## src/rtl/amsu_pkg.sv

```systemverilog
// shared types, constants and lookup functions of the alignment mismatch scorer
// no dependencies; used by every module of the block but amsu_div by scoped names

package amsu_pkg;

	// fixed point of error probabilities: Q1.FRACTION_BITS, 1.0 is 2^FRACTION_BITS
	localparam int FRACTION_BITS       = 16;
	localparam int PROB_W              = FRACTION_BITS + 1;
	localparam int ESUM_W              = FRACTION_BITS + 2;
	localparam int PROD_W              = 2 * PROB_W;
	localparam int COUNT_WIDTH_DEFAULT = 16;

	// result field widths
	localparam int OUT_COUNT_W = 16;
	localparam int OUT_AVG_W   = 17;

	// configuration port
	localparam int PADDR_W = 3;
	localparam int PDATA_W = 32;
	localparam int THRESH_W = 6;
	localparam logic REG_THRESHOLD = 1'b0;
	localparam logic REG_GAP       = 1'b1;
	localparam logic [THRESH_W-1:0] RESET_THRESHOLD = 6'd0;
	localparam logic RESET_GAP = 1'b1;

	localparam logic [7:0] GAP_CHAR = 8'd45;

	typedef enum logic [1:0] {
		ST_RUN,
		ST_DRAIN,
		ST_DIV
	} ctrl_state_t;

	typedef struct packed {
		logic accept;
		logic div_start;
		logic out_load;
	} dp_cmd_t;

	typedef struct packed {
		logic sums_ready;
		logic div_done;
		logic out_free;
	} dp_status_t;

	// 10^(-q/10) in Q1.16, rounded half up per decade
	function automatic logic [PROB_W-1:0] err_prob(input logic [5:0] q);
		logic [PROB_W-1:0] e;
		case (q)
			6'd0:  e = 17'd65536;
			6'd1:  e = 17'd52057;
			6'd2:  e = 17'd41350;
			6'd3:  e = 17'd32846;
			6'd4:  e = 17'd26090;
			6'd5:  e = 17'd20724;
			6'd6:  e = 17'd16462;
			6'd7:  e = 17'd13076;
			6'd8:  e = 17'd10387;
			6'd9:  e = 17'd8250;
			6'd10: e = 17'd6554;
			6'd11: e = 17'd5206;
			6'd12: e = 17'd4135;
			6'd13: e = 17'd3285;
			6'd14: e = 17'd2609;
			6'd15: e = 17'd2072;
			6'd16: e = 17'd1646;
			6'd17: e = 17'd1308;
			6'd18: e = 17'd1039;
			6'd19: e = 17'd825;
			6'd20: e = 17'd655;
			6'd21: e = 17'd521;
			6'd22: e = 17'd414;
			6'd23: e = 17'd328;
			6'd24: e = 17'd261;
			6'd25: e = 17'd207;
			6'd26: e = 17'd165;
			6'd27: e = 17'd131;
			6'd28: e = 17'd104;
			6'd29: e = 17'd83;
			6'd30: e = 17'd66;
			6'd31: e = 17'd52;
			6'd32: e = 17'd41;
			6'd33: e = 17'd33;
			6'd34: e = 17'd26;
			6'd35: e = 17'd21;
			6'd36: e = 17'd16;
			6'd37: e = 17'd13;
			6'd38: e = 17'd10;
			6'd39: e = 17'd8;
			6'd40: e = 17'd7;
			6'd41: e = 17'd5;
			6'd42: e = 17'd4;
			6'd43: e = 17'd3;
			6'd44: e = 17'd3;
			6'd45: e = 17'd2;
			6'd46: e = 17'd2;
			6'd47: e = 17'd1;
			6'd48: e = 17'd1;
			6'd49: e = 17'd1;
			6'd50: e = 17'd1;
			6'd51: e = 17'd1;
			default: e = 17'd0;
		endcase
		return e;
	endfunction

	// average reported when no column contributed: 10^-(floor(qt/10))
	function automatic logic [PROB_W-1:0] empty_avg(input logic [THRESH_W-1:0] qt);
		logic [PROB_W-1:0] e;
		if (qt < 6'd10) begin
			e = 17'd65536;
		end else if (qt < 6'd20) begin
			e = 17'd6554;
		end else if (qt < 6'd30) begin
			e = 17'd655;
		end else if (qt < 6'd40) begin
			e = 17'd66;
		end else if (qt < 6'd50) begin
			e = 17'd7;
		end else if (qt < 6'd60) begin
			e = 17'd1;
		end else begin
			e = 17'd0;
		end
		return e;
	endfunction

endpackage

```

## src/rtl/amsu_div.sv

```systemverilog
// serial restoring divider, one quotient bit per cycle
// no package dependencies; instantiated by amsu_dp

module amsu_div #(
	parameter int DVD_W = 33,
	parameter int DVS_W = 16
) (
	input  logic             clk,
	input  logic             arst_n,
	input  logic             start,
	input  logic [DVD_W-1:0] dividend,
	input  logic [DVS_W-1:0] divisor,
	output logic [DVD_W-1:0] quotient,
	output logic             done
);

	localparam int CNT_W = $clog2(DVD_W + 1);

	logic [DVD_W-1:0] quo_q;
	logic [DVS_W-1:0] rem_q;
	logic [DVS_W-1:0] dvs_q;
	logic [CNT_W-1:0] cnt_q;
	logic             busy_q;
	logic             done_q;
	logic [DVS_W:0]   trial;
	logic             fits;

	assign trial = {rem_q, quo_q[DVD_W-1]};
	assign fits  = trial >= {1'b0, dvs_q};

	always_ff @(posedge clk or negedge arst_n) begin
		if (!arst_n) begin
			busy_q <= 1'b0;
			done_q <= 1'b0;
			cnt_q  <= '0;
		end else if (start) begin
			busy_q <= 1'b1;
			done_q <= 1'b0;
			cnt_q  <= CNT_W'(DVD_W);
		end else if (busy_q) begin
			cnt_q <= cnt_q - 1'b1;
			if (cnt_q == CNT_W'(1)) begin
				busy_q <= 1'b0;
				done_q <= 1'b1;
			end
		end
	end

	always_ff @(posedge clk) begin
		if (start) begin
			quo_q <= dividend;
			rem_q <= '0;
			dvs_q <= divisor;
		end else if (busy_q) begin
			quo_q <= {quo_q[DVD_W-2:0], fits};
			rem_q <= fits ? DVS_W'(trial - {1'b0, dvs_q}) : DVS_W'(trial);
		end
	end

	assign quotient = quo_q;
	assign done     = done_q;

endmodule

```

## src/rtl/amsu_dp.sv

```systemverilog
// datapath: column qualification, probability pipeline, accumulators, output register
// uses amsu_pkg (tables, command and status types) and instantiates amsu_div

module amsu_dp #(
	parameter int COUNT_WIDTH = amsu_pkg::COUNT_WIDTH_DEFAULT
) (
	input  logic                                   clk,
	input  logic                                   arst_n,
	input  amsu_pkg::dp_cmd_t                      cmd,
	output amsu_pkg::dp_status_t                   st,
	input  logic [amsu_pkg::THRESH_W-1:0]          threshold,
	input  logic                                   count_gaps,
	input  logic [7:0]                             base_first,
	input  logic [7:0]                             base_second,
	input  logic [5:0]                             quality_first,
	input  logic [5:0]                             quality_second,
	input  logic                                   last_column,
	output logic                                   out_valid,
	input  logic                                   out_stall,
	output logic [amsu_pkg::OUT_COUNT_W-1:0]       mismatch_count,
	output logic [amsu_pkg::OUT_COUNT_W-1:0]       contributing_columns,
	output logic [amsu_pkg::OUT_AVG_W-1:0]         average_mismatch_prob
);

	localparam int PROB_W = amsu_pkg::PROB_W;
	localparam int ESUM_W = amsu_pkg::ESUM_W;
	localparam int PROD_W = amsu_pkg::PROD_W;
	localparam int T_W    = PROD_W + 3;
	localparam int SUM_W  = COUNT_WIDTH + amsu_pkg::FRACTION_BITS + 1;
	localparam logic [COUNT_WIDTH-1:0] COUNT_MAX = '1;
	localparam logic [T_W-1:0] T_ROUND = T_W'(1) << (amsu_pkg::FRACTION_BITS + 1);

	// column qualification
	logic take_c;
	logic gap_c;
	assign gap_c  = (base_first == amsu_pkg::GAP_CHAR) || (base_second == amsu_pkg::GAP_CHAR);
	assign take_c = (quality_first > threshold) && (quality_second > threshold)
	                && (count_gaps || !gap_c);

	// stage 1: table lookup
	logic              vld_s1, take_s1, diff_s1, last_s1;
	logic [PROB_W-1:0] e1_s1, e2_s1;
	// stage 2: product and sum of error probabilities
	logic              vld_s2, take_s2, diff_s2, last_s2;
	logic [PROD_W-1:0] prod_s2;
	logic [ESUM_W-1:0] esum_s2;
	// stage 3: mismatch probability
	logic              vld_s3, take_s3, diff_s3, last_s3;
	logic [ESUM_W-1:0] p_s3;

	logic [T_W-1:0]    scaled;
	logic [ESUM_W-1:0] t_c;
	logic [ESUM_W-1:0] p_c;

	assign scaled = (T_W'(prod_s2) << 2) + T_W'(prod_s2) + T_ROUND;
	assign t_c    = ESUM_W'(scaled >> (amsu_pkg::FRACTION_BITS + 2));
	assign p_c    = (t_c > esum_s2) ? '0 : esum_s2 - t_c;

	always_ff @(posedge clk or negedge arst_n) begin
		if (!arst_n) begin
			vld_s1 <= 1'b0;
			vld_s2 <= 1'b0;
			vld_s3 <= 1'b0;
		end else begin
			vld_s1 <= cmd.accept;
			vld_s2 <= vld_s1;
			vld_s3 <= vld_s2;
		end
	end

	always_ff @(posedge clk) begin
		take_s1 <= take_c;
		diff_s1 <= base_first != base_second;
		last_s1 <= last_column;
		e1_s1   <= amsu_pkg::err_prob(quality_first);
		e2_s1   <= amsu_pkg::err_prob(quality_second);

		take_s2 <= take_s1;
		diff_s2 <= diff_s1;
		last_s2 <= last_s1;
		prod_s2 <= e1_s1 * e2_s1;
		esum_s2 <= ESUM_W'(e1_s1) + ESUM_W'(e2_s1);

		take_s3 <= take_s2;
		diff_s3 <= diff_s2;
		last_s3 <= last_s2;
		p_s3    <= p_c;
	end

	// accumulators, cleared when the division of an alignment starts
	logic [COUNT_WIDTH-1:0] mis_q;
	logic [COUNT_WIDTH-1:0] col_q;
	logic [SUM_W-1:0]       sum_q;
	logic                   sums_ready_q;
	logic                   add_c;

	assign add_c = vld_s3 && take_s3;

	always_ff @(posedge clk or negedge arst_n) begin
		if (!arst_n) begin
			mis_q        <= '0;
			col_q        <= '0;
			sum_q        <= '0;
			sums_ready_q <= 1'b0;
		end else begin
			sums_ready_q <= vld_s3 && last_s3;
			if (cmd.div_start) begin
				mis_q <= '0;
				col_q <= '0;
				sum_q <= '0;
			end else if (add_c) begin
				if (col_q != COUNT_MAX) begin
					col_q <= col_q + 1'b1;
					sum_q <= sum_q + SUM_W'(p_s3);
				end
				if (diff_s3 && (mis_q != COUNT_MAX)) begin
					mis_q <= mis_q + 1'b1;
				end
			end
		end
	end

	// snapshot of the counts while the divider runs
	logic [COUNT_WIDTH-1:0] mis_hold_q;
	logic [COUNT_WIDTH-1:0] col_hold_q;
	logic [SUM_W-1:0]       quotient;
	logic                   div_done;

	always_ff @(posedge clk) begin
		if (cmd.div_start) begin
			mis_hold_q <= mis_q;
			col_hold_q <= col_q;
		end
	end

	amsu_div #(
		.DVD_W (SUM_W),
		.DVS_W (COUNT_WIDTH)
	) u_div (
		.clk      (clk),
		.arst_n   (arst_n),
		.start    (cmd.div_start),
		.dividend (sum_q),
		.divisor  (col_q),
		.quotient (quotient),
		.done     (div_done)
	);

	// output register
	logic                              out_valid_q;
	logic [amsu_pkg::OUT_COUNT_W-1:0]  mis_out_q;
	logic [amsu_pkg::OUT_COUNT_W-1:0]  col_out_q;
	logic [amsu_pkg::OUT_AVG_W-1:0]    avg_out_q;

	always_ff @(posedge clk or negedge arst_n) begin
		if (!arst_n) begin
			out_valid_q <= 1'b0;
		end else if (cmd.out_load) begin
			out_valid_q <= 1'b1;
		end else if (!out_stall) begin
			out_valid_q <= 1'b0;
		end
	end

	always_ff @(posedge clk) begin
		if (cmd.out_load) begin
			mis_out_q <= amsu_pkg::OUT_COUNT_W'(mis_hold_q);
			col_out_q <= amsu_pkg::OUT_COUNT_W'(col_hold_q);
			if (col_hold_q == '0) begin
				avg_out_q <= amsu_pkg::OUT_AVG_W'(amsu_pkg::empty_avg(threshold));
			end else begin
				avg_out_q <= amsu_pkg::OUT_AVG_W'(quotient);
			end
		end
	end

	assign out_valid             = out_valid_q;
	assign mismatch_count        = mis_out_q;
	assign contributing_columns  = col_out_q;
	assign average_mismatch_prob = avg_out_q;

	assign st.sums_ready = sums_ready_q;
	assign st.div_done   = div_done;
	assign st.out_free   = !out_valid_q || !out_stall;

endmodule

```

## src/rtl/amsu_ctrl.sv

```systemverilog
// controller: streams columns, drains the pipeline at a last column, sequences the division
// uses amsu_pkg (state enum, command and status types)

module amsu_ctrl (
	input  logic                 clk,
	input  logic                 arst_n,
	input  logic                 in_valid,
	input  logic                 last_column,
	output logic                 in_stall,
	output amsu_pkg::dp_cmd_t    cmd,
	input  amsu_pkg::dp_status_t st
);

	amsu_pkg::ctrl_state_t state_q;
	amsu_pkg::ctrl_state_t state_d;

	always_ff @(posedge clk or negedge arst_n) begin
		if (!arst_n) begin
			state_q <= amsu_pkg::ST_RUN;
		end else begin
			state_q <= state_d;
		end
	end

	always_comb begin
		state_d = state_q;
		case (state_q)
			amsu_pkg::ST_RUN: begin
				if (in_valid && last_column) begin
					state_d = amsu_pkg::ST_DRAIN;
				end
			end
			amsu_pkg::ST_DRAIN: begin
				if (st.sums_ready) begin
					state_d = amsu_pkg::ST_DIV;
				end
			end
			amsu_pkg::ST_DIV: begin
				if (st.div_done && st.out_free) begin
					state_d = amsu_pkg::ST_RUN;
				end
			end
			default: state_d = amsu_pkg::ST_RUN;
		endcase
	end

	always_comb begin
		in_stall      = 1'b1;
		cmd.accept    = 1'b0;
		cmd.div_start = 1'b0;
		cmd.out_load  = 1'b0;
		case (state_q)
			amsu_pkg::ST_RUN: begin
				in_stall   = 1'b0;
				cmd.accept = in_valid;
			end
			amsu_pkg::ST_DRAIN: begin
				cmd.div_start = st.sums_ready;
			end
			amsu_pkg::ST_DIV: begin
				cmd.out_load = st.div_done && st.out_free;
			end
			default: begin
				in_stall = 1'b1;
			end
		endcase
	end

endmodule

```

## src/rtl/alignment_mismatch_scorer_unit.sv

```systemverilog
// top level of the alignment mismatch scorer: configuration registers and apb port
// uses amsu_pkg; instantiates amsu_ctrl and amsu_dp

// Scores one pairwise alignment streamed as one column per transaction. A column
// counts when both phred qualities strictly exceed quality_threshold and, with
// count_gap_columns at 0, neither base is a dash. Each counting column adds its
// mismatch probability e1 + e2 - 1.25*e1*e2 (Q1.16 error probabilities from a
// 64-entry table) to a running sum; counting columns whose bases differ are also
// counted. Counters saturate at 2^COUNT_WIDTH - 1 and, once the column counter is
// full, the sum stops growing. The column with last_column set produces one result
// transaction: mismatch count, counting columns and average probability (1.0 is
// 65536), or 10^-(floor(threshold/10)) when nothing counted. Columns are taken one
// per cycle. After a last column the input stalls while the three-stage probability
// pipeline drains, the serial divider produces one quotient bit per cycle and the
// result is loaded into an output register. The result then waits there while the
// next alignment streams in; a second result is held back only if the first has
// still not been taken. Registers sit at byte addresses 0 (quality_threshold) and 4
// (count_gap_columns) and must be written only while no alignment is in progress;
// the block itself does not enforce this. No clearing pass follows reset.

module alignment_mismatch_scorer_unit #(
	parameter int COUNT_WIDTH = amsu_pkg::COUNT_WIDTH_DEFAULT
) (
	input  logic                               clk,
	input  logic                               arst_n,
	// apb configuration port
	input  logic                               psel,
	input  logic                               penable,
	input  logic                               pwrite,
	input  logic [amsu_pkg::PADDR_W-1:0]       paddr,
	input  logic [amsu_pkg::PDATA_W-1:0]       pwdata,
	output logic [amsu_pkg::PDATA_W-1:0]       prdata,
	output logic                               pready,
	// column input
	input  logic                               in_valid,
	output logic                               in_stall,
	input  logic [7:0]                         base_first,
	input  logic [7:0]                         base_second,
	input  logic [5:0]                         quality_first,
	input  logic [5:0]                         quality_second,
	input  logic                               last_column,
	// result output
	output logic                               out_valid,
	input  logic                               out_stall,
	output logic [amsu_pkg::OUT_COUNT_W-1:0]   mismatch_count,
	output logic [amsu_pkg::OUT_COUNT_W-1:0]   contributing_columns,
	output logic [amsu_pkg::OUT_AVG_W-1:0]     average_mismatch_prob
);

	// configuration registers; bit 2 of the address picks the register
	logic [amsu_pkg::THRESH_W-1:0] threshold_q;
	logic                          count_gaps_q;
	logic                          cfg_write;

	assign pready    = 1'b1;
	assign cfg_write = psel && penable && pwrite && pready;

	always_ff @(posedge clk or negedge arst_n) begin
		if (!arst_n) begin
			threshold_q  <= amsu_pkg::RESET_THRESHOLD;
			count_gaps_q <= amsu_pkg::RESET_GAP;
		end else if (cfg_write) begin
			case (paddr[2])
				amsu_pkg::REG_THRESHOLD: threshold_q  <= pwdata[amsu_pkg::THRESH_W-1:0];
				amsu_pkg::REG_GAP:       count_gaps_q <= pwdata[0];
				default:                 threshold_q  <= threshold_q;
			endcase
		end
	end

	always_comb begin
		case (paddr[2])
			amsu_pkg::REG_THRESHOLD: prdata = amsu_pkg::PDATA_W'(threshold_q);
			amsu_pkg::REG_GAP:       prdata = amsu_pkg::PDATA_W'(count_gaps_q);
			default:                 prdata = '0;
		endcase
	end

	// controller and datapath talk only through these
	amsu_pkg::dp_cmd_t    cmd;
	amsu_pkg::dp_status_t st;

	amsu_ctrl u_ctrl (
		.clk         (clk),
		.arst_n      (arst_n),
		.in_valid    (in_valid),
		.last_column (last_column),
		.in_stall    (in_stall),
		.cmd         (cmd),
		.st          (st)
	);

	amsu_dp #(
		.COUNT_WIDTH (COUNT_WIDTH)
	) u_dp (
		.clk                   (clk),
		.arst_n                (arst_n),
		.cmd                   (cmd),
		.st                    (st),
		.threshold             (threshold_q),
		.count_gaps            (count_gaps_q),
		.base_first            (base_first),
		.base_second           (base_second),
		.quality_first         (quality_first),
		.quality_second        (quality_second),
		.last_column           (last_column),
		.out_valid             (out_valid),
		.out_stall             (out_stall),
		.mismatch_count        (mismatch_count),
		.contributing_columns  (contributing_columns),
		.average_mismatch_prob (average_mismatch_prob)
	);

`ifndef SYNTHESIS
	// a last column closes the input until its result is under way
	assert property (@(posedge clk) disable iff (!arst_n)
		(in_valid && !in_stall && last_column) |=> in_stall)
		else $error("input not stalled after last column transaction");

	// an average never exceeds one
	assert property (@(posedge clk) disable iff (!arst_n)
		out_valid |-> (average_mismatch_prob <= 17'd65536))
		else $error("average mismatch probability above one");

	// mismatches are a subset of counting columns
	assert property (@(posedge clk) disable iff (!arst_n)
		out_valid |-> ((COUNT_WIDTH > amsu_pkg::OUT_COUNT_W)
		               || (mismatch_count <= contributing_columns)))
		else $error("mismatch count exceeds counting columns");

	// a stalled result stays valid and unchanged
	assert property (@(posedge clk) disable iff (!arst_n)
		(out_valid && out_stall) |=> (out_valid && $stable(mismatch_count)
		&& $stable(contributing_columns) && $stable(average_mismatch_prob)))
		else $error("held result changed while stalled");
`endif

endmodule

```

## config.mk

```make
export PLATFORM = sky130hd
export DESIGN_NAME = alignment_mismatch_scorer_unit
export DESIGN_NICKNAME = d
export VERILOG_FILES = /design/src/rtl/amsu_pkg.sv /design/src/rtl/amsu_div.sv /design/src/rtl/amsu_dp.sv /design/src/rtl/amsu_ctrl.sv /design/src/rtl/alignment_mismatch_scorer_unit.sv
export SDC_FILE = /design/constraint.sdc
export NUM_CORES = 1
export LEC_CHECK = 0
export CAP_MARGIN = 15
export CORE_MARGIN = 4
export CORE_UTILIZATION = 70
export CTS_BUF_LIST = sky130_fd_sc_hd__clkbuf_16
export DETAILED_ROUTE_END_ITERATION = 16
export DONT_BUFFER_PORTS = 1
export GPL_TIMING_DRIVEN = 0
export PLACE_DENSITY = 0.86
export SLEW_MARGIN = 20
export SYNTH_ARGS = -nofsm -noshare
export SYNTH_HDL_FRONTEND = slang
export SYNTH_SLANG_ARGS = --single-unit
```

## constraint.sdc

```tcl
create_clock -name clk -period 11.1 [get_ports clk]
set_input_delay 1.665 -clock clk [delete_from_list [all_inputs] [get_ports clk]]
set_output_delay 1.665 -clock clk [all_outputs]
set_load 0.01 [all_outputs]
```

==> results of run 1 <==
[logic make-up after synthesis]
family	Yosys count
adder cells (fa/ha/maj)	501
AND/OR/NAND/NOR	964
XOR/XNOR	133
AO/OA/AOI/OAI	555
buffers and inverters	524
other	2
flip-flops	330
multiplexers	36
[stage by stage]
stage	hold slack (ns)	power, W	util	area [µm²]
after floorplan	0.310	0.00363	-	28100
after global placement	0.315	0.00415	0.726	28800
after detailed placement	0.314	0.00429	0.727	28800
after CTS	0.326	0.00546	0.755	29900
after global routing	0.336	0.00586	0.755	29900
final	0.325	0.00548	0.755	29900
[Yosys cell counts, types with 29 or more instances]
cell / n
nand2_1: 398
inv_1: 375
ha_1: 273
fa_1: 228
nor2_1: 169
a21oi_1: 157
and2_1: 130
dfxtp_1: 129
edfxtp_1: 114
o21ai_0: 114
clkbuf_1: 107
dfrtp_1: 86
xnor2_1: 73
a21o_1: 65
xor2_1: 60
nand3_1: 47
nor3_1: 44
nand2b_1: 29
[layout by cell type, fill, tap and decap left out, types with 25 or more instances in the layout]
| master | synthesis | routed |
|---|---|---|
| inv_1 | 375 | 381 |
| nor2b_1 | 25 | 25 |
| fa_1 | 228 | 228 |
| conb_1 | 2 | 27 |
| xnor2_1 | 73 | 73 |
| nand4_1 | 25 | 25 |
| edfxtp_1 | 114 | 114 |
| dfrtp_1 | 86 | 86 |
| and2_1 | 130 | 130 |
| nand2_1 | 398 | 398 |
| nor2_1 | 169 | 168 |
| a21oi_1 | 157 | 157 |
| ha_1 | 273 | 273 |
| and3_1 | 27 | 27 |
| clkbuf_1 | 107 | 107 |
| xor2_1 | 60 | 60 |
| nand3_1 | 47 | 47 |
| nor3_1 | 44 | 44 |
| o21ai_0 | 114 | 114 |
| a21o_1 | 65 | 65 |
| buf_4 | 28 | 28 |
| clkbuf_16 | 0 | 35 |
| dfxtp_1 | 129 | 129 |
| nand2b_1 | 29 | 29 |
[layout make-up]
| type | count | area [µm²] |
|---|---|---|
| repair buffers | 2 | 47.5 |
| clock buffers | 35 | 876 |
| inverters | 376 | 1410 |
| multi-input cells | 2216 | 17900 |
| clock inverters | 29 | 233 |
| flip-flops and latches | 330 | 8180 |
| fillers | 2802 | 9700 |
| plain buffers | 148 | 674 |
| well taps | 525 | 657 |
[flip-flops by register name (all words and copies together), names as in the netlist, 17 cells and up]
register and count:
u_dp.p_s3 18, u_dp.e2_s1 17, u_dp.e1_s1 17, u_dp.u_div.quotient 33
u_dp.esum_s2 18, u_dp.average_mismatch_prob 17, u_dp.prod_s2 34, u_dp.sum_q 33
[metal layers]
layer | global-route usage | vias up
li1 | - | 10300
met1 | 0.424 | 11000
met2 | 0.573 | 1205
met3 | 0.0549 | 271
met4 | 0.200 | 0
met5 | 0 | -
[worst max-delay path by stage]
stage | end | slack (ns)
after floorplan | u_dp.prod_s2[32] | 5.17
after global placement | u_dp.prod_s2[32] | 4.22
after detailed placement | u_dp.prod_s2[32] | 4.11
after CTS | u_dp.prod_s2[32] | 4.10
after global routing | u_dp.prod_s2[32] | 3.64
final | u_dp.prod_s2[32] | 3.93
[power by group through the flow]
stage                     Sequential, W  Clock, W  Combinational [W]
final                           0.00181   0.00114            0.00253
after global routing            0.00183   0.00120            0.00283
after CTS                       0.00181   0.00115            0.00250
after detailed placement        0.00183         0            0.00247
after global placement          0.00181         0            0.00233
after floorplan                 0.00173         0            0.00189
==> impl_metrics.env, run 1 <==
export IMPL_status="finished, final reports clean"
export IMPL_antenna_found_initial=0
export IMPL_maxSlewViolCount=0
export IMPL_setup_worst_path_start="u_dp.e1_s1[4]"
export IMPL_critPathLaunchType="flop"
export IMPL_synthFlopType="dfxtp_1"
export IMPL_rsz0062_at_grt="false"
export IMPL_synth_simple_area_share=0.163
export IMPL_arrival_ns=7.65
export IMPL_synthToLayoutAreaGrowth_pct=6.84
export IMPL_hold_viol=0
export IMPL_synth_adder_area_share=0.285
export IMPL_io_pins=155
export IMPL_synth_compound_area_share=0.130
export IMPL_rows=73
export IMPL_grt_max_degree=88
export IMPL_dpl_worst_slack_ns=4.11
export IMPL_reg2reg_depth=20
export IMPL_clock_fmax_mhz=139
export IMPL_slowest_delay_ns=0.62
export IMPL_core_mm2=0.0396
export IMPL_path_common_cell="fa_1"
export IMPL_cts_tree="done"
export IMPL_power_frac_comb=0.462
export IMPL_layout_min_cycle_time_ns=7.17
export IMPL_cts_repair_resize_count=0
export IMPL_stdcell_count=3661
export IMPL_clk_latency_ns=0.57
export IMPL_worst_path_buf_inv=5
export IMPL_grt_pass1_wl_mm=120
export IMPL_die_width_um=208
export IMPL_critPathTopFamily="adder cells"
export IMPL_cts_hold_buf=0
export IMPL_cts_setup_buffers=0
export IMPL_ys_async_sr_fraction=0.264
export IMPL_drtAntennaViolNets=0
export IMPL_clkTransAtPathRegs_ns=0.06
export IMPL_avgSynthCellArea_um2=9.20
export IMPL_seq_area_frac_synth=0.292
export IMPL_synth_top_cell_by_area="fa_1"
export IMPL_reg2reg_from="u_dp.e1_s1[4]"
export IMPL_leakagePower_nw=14.4
export IMPL_num_antenna_cells=0
export IMPL_synth_top_family_by_area="adder cells"
export IMPL_m1WireLength_mm=28.0
export IMPL_end_kind="flop"
export IMPL_crit_path_top_delay_cell="dfxtp_1"
export IMPL_cp_max_fo=10
export IMPL_drc=0
export IMPL_cap_violations=0
export IMPL_fin_nets=3681
export IMPL_r2r_setup_slack_ns=3.93
export IMPL_worstHoldPathType="reg -> reg"
export IMPL_ys_warn_count=0
export IMPL_netlist_area_mm2=0.0280
export IMPL_swShare=0.409
export IMPL_timing_final_crit_share=0.646
export IMPL_netlist_instances=3045
export IMPL_start_util=0.707
export IMPL_cts_made_buffers=35
export IMPL_hold_depth=0
export IMPL_grt_pass1_vias=23300
export IMPL_cp_num_cells=20
export IMPL_worst_slew_pin_slew_ns=0.936
export IMPL_wl_per_cell_um=20.3
export IMPL_grt_ovfl_total=0
export IMPL_dr_wl_met3_mm=5.88
export IMPL_postRouteWirelength_mm=74.4
export IMPL_setup_ws_ns=3.93
export IMPL_slew_headroom=0.360
export IMPL_fin_skew_ns=0.0305
export IMPL_rr_endpoint="u_dp.prod_s2[32]"
export IMPL_avgViaCountPerCell=6.23
export IMPL_gp_congestion=0.968
export IMPL_drtIter0Drc=2148
export IMPL_p_int_w=0.00324
export IMPL_critical_path_class="reg -> reg"
export IMPL_final_setup_viol_count=0
export IMPL_pwr_density_cell_mw_per_mm2=183
export IMPL_seqPwrFrac=0.331
export IMPL_vias=22800
export IMPL_clockRootBuffer="clkbuf_16"
export IMPL_synthTopCellsByArea="fa_1 16%, edfxtp_1 12%, ha_1 12%"
export IMPL_clkPwrFrac=0.207
export IMPL_synth_edf_count=114
export IMPL_dieArea_mm2=0.0433
export IMPL_met2_wirelength_mm=35.5
export IMPL_ys_ff_latch=330
export IMPL_drive_above_1_share=0.0424
export IMPL_switchingPower_w=0.00224
export IMPL_synth_area_mux_share=0.0144
export IMPL_dr_pass1_iters=9
export IMPL_critical_path_cell_chain="clkbuf_1, nand2_1, fa_1, inv_1, fa_1, fa_1, fa_1, fa_1, inv_1, fa_1, inv_1, ha_1, clkbuf_1, a21oi_1, o21ai_0, or3b_2, o2111ai_1, a21oi_1, a2111oi_2, xnor2_1"
export IMPL_fin_tns_setup_ns=0
export IMPL_die_height_um=208
export IMPL_cts_sinks=330
export IMPL_dp_cells=3597
export IMPL_crit_required_ns=11.58
export IMPL_portBuffers=0
export IMPL_yosysTopAreaCellShare=0.163
export IMPL_place_hpwl_mm=57.5
export IMPL_synth_distinct_cells=83
export IMPL_min_to="u_dp.diff_s2"
export IMPL_clockBufferDepth=3
export IMPL_hp_start="u_dp.diff_s1"
export IMPL_vdd_drop_max_v=0.000140
export IMPL_grtUsageTotal=0.343
export IMPL_top_layer_used="met4"
export IMPL_synth_xor_area_frac=0.0416
export IMPL_htreeDepth=2
(Power assumes the default switching activity.)
==> run 2: changes to the inputs <==
- CORE_UTILIZATION: 70 -> 66
- PLACE_DENSITY: 0.86 -> 0.82
- clock period: 11.1 -> 6.7 ns (I/O delays scaled with it)
==> run 2 against run 1 <==
Compared with the run above:
- routed wire length down 2.4%
- clock-buffer cell count grew 3
- via count down 2.0%
- sequential cell count unchanged
- setup slack got worse by 3.8 ns
- cell count increased by 0.41%
- first-iteration DRC count is 4.9% lower
- sequential share of layout area shrank 0.14 points
- clock power grew 77%
- combinational power up 64%
- sequential power grew 65%
- highest routed layer unchanged
==> impl_metrics.env, run 2 (synthesis gave the netlist of run 1 again) <==
export IMPL_power_frac_comb=0.452
export IMPL_m1WireLength_mm=28.1
export IMPL_avgViaCountPerCell=6.08
export IMPL_swShare=0.397
export IMPL_met2_wirelength_mm=33.2
export IMPL_p_int_w=0.00552
export IMPL_drc=0
export IMPL_dr_pass1_iters=8
export IMPL_stdcell_count=3676
export IMPL_cp_max_fo=10
export IMPL_start_util=0.668
export IMPL_portBuffers=0
export IMPL_grt_pass1_vias=22700
export IMPL_critPathLaunchType="flop"
export IMPL_cap_violations=0
export IMPL_vias=22300
export IMPL_clock_fmax_mhz=153
export IMPL_cts_hold_buf=0
export IMPL_drive_above_1_share=0.0622
export IMPL_dr_wl_met3_mm=5.98
export IMPL_num_antenna_cells=0
export IMPL_cts_sinks=330
export IMPL_clockRootBuffer="clkbuf_16"
export IMPL_fin_tns_setup_ns=0
export IMPL_grt_max_degree=88
export IMPL_antenna_found_initial=0
export IMPL_core_mm2=0.0419
export IMPL_timing_final_crit_share=0.978
export IMPL_final_common_cell="nand2_1"
export IMPL_final_area_mm2=0.0302
export IMPL_leakagePower_nw=14.6
export IMPL_grt_ovfl_total=0
export IMPL_clk_latency_ns=0.56
export IMPL_die_width_um=214
export IMPL_htreeDepth=2
export IMPL_vdd_drop_max_v=0.000193
export IMPL_clockBufferDepth=3
export IMPL_setup_worst_path_start="u_dp.e2_s1[3]"
export IMPL_largest_register_ffs=34
export IMPL_regMostFlops="u_dp.prod_s2"
export IMPL_wl_per_cell_um=19.7
export IMPL_arrival_ns=6.99
export IMPL_synthToLayoutAreaGrowth_pct=7.81
export IMPL_status="finished, final reports clean"
export IMPL_worstHoldPathType="in -> async"
export IMPL_postRouteWirelength_mm=72.6
export IMPL_gp_congestion=1.01
export IMPL_crit_required_ns=7.14
export IMPL_rows=75
export IMPL_dieArea_mm2=0.0458
export IMPL_final_setup_viol_count=0
export IMPL_place_hpwl_mm=56.4
export IMPL_top_layer_used="met4"
export IMPL_cts_setup_buffers=0
export IMPL_reg2reg_depth=19
export IMPL_seqPwrFrac=0.327
export IMPL_cts_tree="done"
export IMPL_dpl_instance_area_mm2=0.0288
export IMPL_cts_repair_resize_count=45
export IMPL_maxSlewViolCount=0
export IMPL_fin_nets=3681
export IMPL_layout_min_cycle_time_ns=6.55
export IMPL_end_kind="flop"
export IMPL_clkPwrFrac=0.220
export IMPL_drtAntennaViolNets=0
export IMPL_critical_path_class="reg -> reg"
export IMPL_hold_viol=0
export IMPL_worst_slew_pin_slew_ns=0.826
export IMPL_power_w=0.00915
export IMPL_reg2reg_from="u_dp.e2_s1[3]"
export IMPL_fin_skew_ns=0.0236
export IMPL_dp_cells=3611
export IMPL_cts_made_buffers=36
export IMPL_grt_pass1_wl_mm=118
export IMPL_pwr_density_cell_mw_per_mm2=303
export IMPL_io_pins=155
export IMPL_switchingPower_w=0.00363
export IMPL_clkTransAtPathRegs_ns=0.06
export IMPL_drtIter0Drc=2043
export IMPL_die_height_um=214
export IMPL_final_cell_mix="398 x nand2_1, 386 x inv_1, 273 x ha_1, 228 x fa_1, 167 x nor2_1"
export IMPL_slew_headroom=0.442
export IMPL_grtUsageTotal=0.317
run 2: power groups by stage:
stage               logic [W]  registers [W]  clock network (W)
floorplan             0.00314        0.00287                  0
global placement      0.00388        0.00301                  0
detailed placement    0.00404        0.00302                  0
CTS                   0.00410        0.00298            0.00206
global route          0.00466        0.00304            0.00215
finish                0.00414        0.00299            0.00202
run 2: metrics by stage:
stage	hold slack, ns	setup WS [ns]	util
after floorplan	0.310	0.770	-
final	0.142	0.148	0.720
after global placement	0.311	-0.201	0.686
after global routing	0.115	-0.0373	0.720
after detailed placement	0.313	-0.309	0.688
after CTS	0.117	0.00667	0.718
run 2: path summary, 6_finish.rpt:
check,to,slack [ns]
setup / recovery,u_dp.prod_s2[31],0.15
setup reg to reg,u_dp.prod_s2[31],0.15
hold reg to reg,u_dp.take_s3,0.33
hold / removal,u_dp.vld_s1,0.14
max in group asynchronous,count_gaps_q,6.32
min in group clk,u_dp.take_s3,0.33
run 2: area by class of cell:
cell class	count	area [µm²]
buffer	147	751
inverter	376	1410
sequential	330	8220
multi-input combinational	2216	17900
tap	539	674
clock inverter	28	267
fill	3222	11700
clock buffer	38	951
timing repair buffer	2	47.5
run 2: routing by layer:
metal	GRT usage	up-vias
li1	-	10300
met1	0.402	10700
met2	0.510	1022
met3	0.0585	276
met4	0.191	0
met5	0	-
run 2: worst max-delay path, stage by stage, from the launching register on:
cell,delay (ns)
dfxtp_2,0.52
clkbuf_2,0.35
nand2_1,0.13
fa_1,0.52
fa_1,0.49
inv_1,0.05
fa_1,0.57
fa_1,0.46
fa_1,0.55
inv_1,0.05
fa_1,0.53
inv_1,0.04
ha_1,0.26
clkbuf_1,0.29
nand4_1,0.29
nor2_2,0.32
o21ai_0,0.30
a31oi_2,0.38
o211a_1,0.20
o211ai_1,0.10
==> run 3: changes to the inputs <==
- PLACE_DENSITY: 0.82 -> 0.92
==> run 3 against run 2 <==
Compared with the run above:
- via count grew 2.8%
- design area decreased by 0.22%
- clock-buffer cell count rose by 1
==> impl_metrics.env, run 3 (synthesis gave the netlist of run 1 again) <==
export IMPL_die_height_um=214
export IMPL_worstHoldPathType="in -> async"
export IMPL_grt_pass1_wl_mm=123
export IMPL_critPathLaunchType="flop"
export IMPL_drtAntennaViolNets=0
export IMPL_antenna_found_initial=0
export IMPL_top_usage_layer="met2"
export IMPL_path_common_cell="fa_1"
export IMPL_dr_pass1_iters=6
export IMPL_drtIter0Drc=1906
export IMPL_pwr_density_cell_mw_per_mm2=305
export IMPL_postRouteWirelength_mm=75.5
export IMPL_fill_cells=2935
export IMPL_final_common_cell="nand2_1"
export IMPL_arrival_ns=6.95
export IMPL_htreeDepth=2
export IMPL_clockBufferDepth=3
export IMPL_cp_max_fo=10
export IMPL_cts_made_buffers=36
export IMPL_worst_slew_pin_slew_ns=0.927
export IMPL_timing_final_crit_share=0.973
export IMPL_rows=75
export IMPL_die_width_um=214
export IMPL_clkTransAtPathRegs_ns=0.06
export IMPL_crit_required_ns=7.13
export IMPL_hold_viol=0
export IMPL_postLayoutCoreUtil=0.719
export IMPL_leakagePower_nw=14.6
export IMPL_io_pins=155
export IMPL_vdd_drop_max_v=0.000243
export IMPL_critical_path_cell_chain="clkbuf_4, nand2_1, fa_1, fa_1, inv_1, fa_1, inv_1, fa_1, fa_1, fa_1, inv_1, ha_1, clkbuf_1, a21oi_2, or3b_2, o2111ai_2, a21oi_1, a2111oi_2, xnor2_1"
export IMPL_grt_ovfl_total=0
export IMPL_avgViaCountPerCell=6.25
export IMPL_grtUsageMet2=0.553
export IMPL_rr_endpoint="u_dp.prod_s2[32]"
export IMPL_clock_fmax_mhz=153
export IMPL_largest_register_ffs=34
export IMPL_slowest_delay_ns=0.58
export IMPL_grt_max_degree=88
export IMPL_cts_tree="done"
export IMPL_grtUsageMet3=0.0582
export IMPL_dieArea_mm2=0.0458
export IMPL_end_kind="flop"
export IMPL_start_util=0.668
export IMPL_core_mm2=0.0419
export IMPL_cap_violations=0
export IMPL_maxSlewViolCount=0
export IMPL_slew_headroom=0.377
export IMPL_drc=0
export IMPL_wl_per_cell_um=20.5
export IMPL_cts_hold_buf=0
export IMPL_fin_nets=3680
export IMPL_r2r_setup_slack_ns=0.18
export IMPL_portBuffers=0
export IMPL_critical_path_class="reg -> reg"
export IMPL_cts_sinks=330
export IMPL_reg2reg_depth=19
export IMPL_vias=23000
export IMPL_grtUsageTotal=0.328
export IMPL_clk_latency_ns=0.57
export IMPL_gp_congestion=1.01
export IMPL_final_cell_mix="398 x nand2_1, 383 x inv_1, 273 x ha_1, 228 x fa_1, 167 x nor2_1"
export IMPL_crit_path_top_delay_cell="fa_1"
export IMPL_final_setup_viol_count=0
export IMPL_place_hpwl_mm=57.3
export IMPL_reg2reg_from="u_dp.e1_s1[12]"
export IMPL_grt_pass1_vias=23700
export IMPL_power_w=0.00919
export IMPL_drive_above_1_share=0.0628
export IMPL_use_met1=0.404
export IMPL_layout_min_cycle_time_ns=6.52
export IMPL_synthToLayoutAreaGrowth_pct=7.57
export IMPL_clockRootBuffer="clkbuf_16"
export IMPL_status="finished, final reports clean"
export IMPL_regMostFlops="u_dp.prod_s2"
export IMPL_fin_skew_ns=0.0302
export IMPL_num_antenna_cells=0
run 3: cell count changes in the layout (fill, tap and decap cells not counted), sizes merged:
cell      previous run  this run
bufinv               4         2
clkinvlp             0         2
inv                390       388
buf                 50        49
clkbuf             137       138
clkinv              10        11
run 3: through the flow:
stage          instance area (µm²)  setup slack, ns  instances  hold slack (ns)  TNS [ns]
5_1_grt                      30100         -0.00197       3675            0.116  -0.00197
3_3_place_gp                 28800           -0.233       3609            0.315    -0.410
6_report                     30100            0.180       3675            0.128         0
3_5_place_dp                 28800           -0.377       3611            0.314     -1.33
4_1_cts                      30100         0.000699       3676            0.120         0
2_1_floorplan                28100            0.770       3070            0.310         0
run 3: worst max-delay path, delay by kind of cell (launching register included):
family / cells / cell delay [ns]
adder cells (fa/ha/maj): 7 / 3.47
AO/OA/AOI/OAI: 4 / 0.90
flip-flops: 1 / 0.50
buffers and inverters: 5 / 0.69
AND/OR/NAND/NOR: 2 / 0.59
XOR/XNOR: 1 / 0.25
run 3: how the worst max path moves through the flow:
stage,cells after the start,startpoint,end,slack (ns)
floorplan,20,u_dp.e1_s1[4],u_dp.prod_s2[32],0.77
global placement,19,u_dp.e1_s1[12],u_dp.prod_s2[32],-0.23
detailed placement,19,u_dp.e1_s1[12],u_dp.prod_s2[32],-0.38
CTS,20,u_dp.e1_s1[7],u_dp.prod_s2[32],0.0007
global route,21,u_dp.e1_s1[8],u_dp.prod_s2[33],-0.002
finish,19,u_dp.e1_s1[12],u_dp.prod_s2[32],0.18
run 3: layout make-up:
cell class	count	area (µm²)	area share
multi-input combinational	2216	17900	0.593
sequential	330	8230	0.273
inverter	376	1410	0.0468
clock buffer	39	976	0.0324
buffer	146	746	0.0247
tap	539	674	0.0224
clock inverter	27	191	0.00635
timing repair buffer	2	40.0	0.00133
run 3: where the power goes:
part           internal (W)  switching, W
Combinational       0.00169       0.00251
Sequential          0.00264      0.000376
Clock               0.00113      0.000835
Total               0.00547       0.00372
run 3: timing repair:
action	in CTS	in global routing
buffers inserted	0	0
hold endpoints to repair	0	0
gates resized for setup	46	56
pin swaps	0	2
setup endpoints to repair	7	7
cloned	0	0
run 3: per-layer routing:
metal  routed length, µm  up-vias
met5                   0        -
met4                5020        0
met3                6650      337
met2               35900     1318
met1               27900    11000
li1                    -    10300
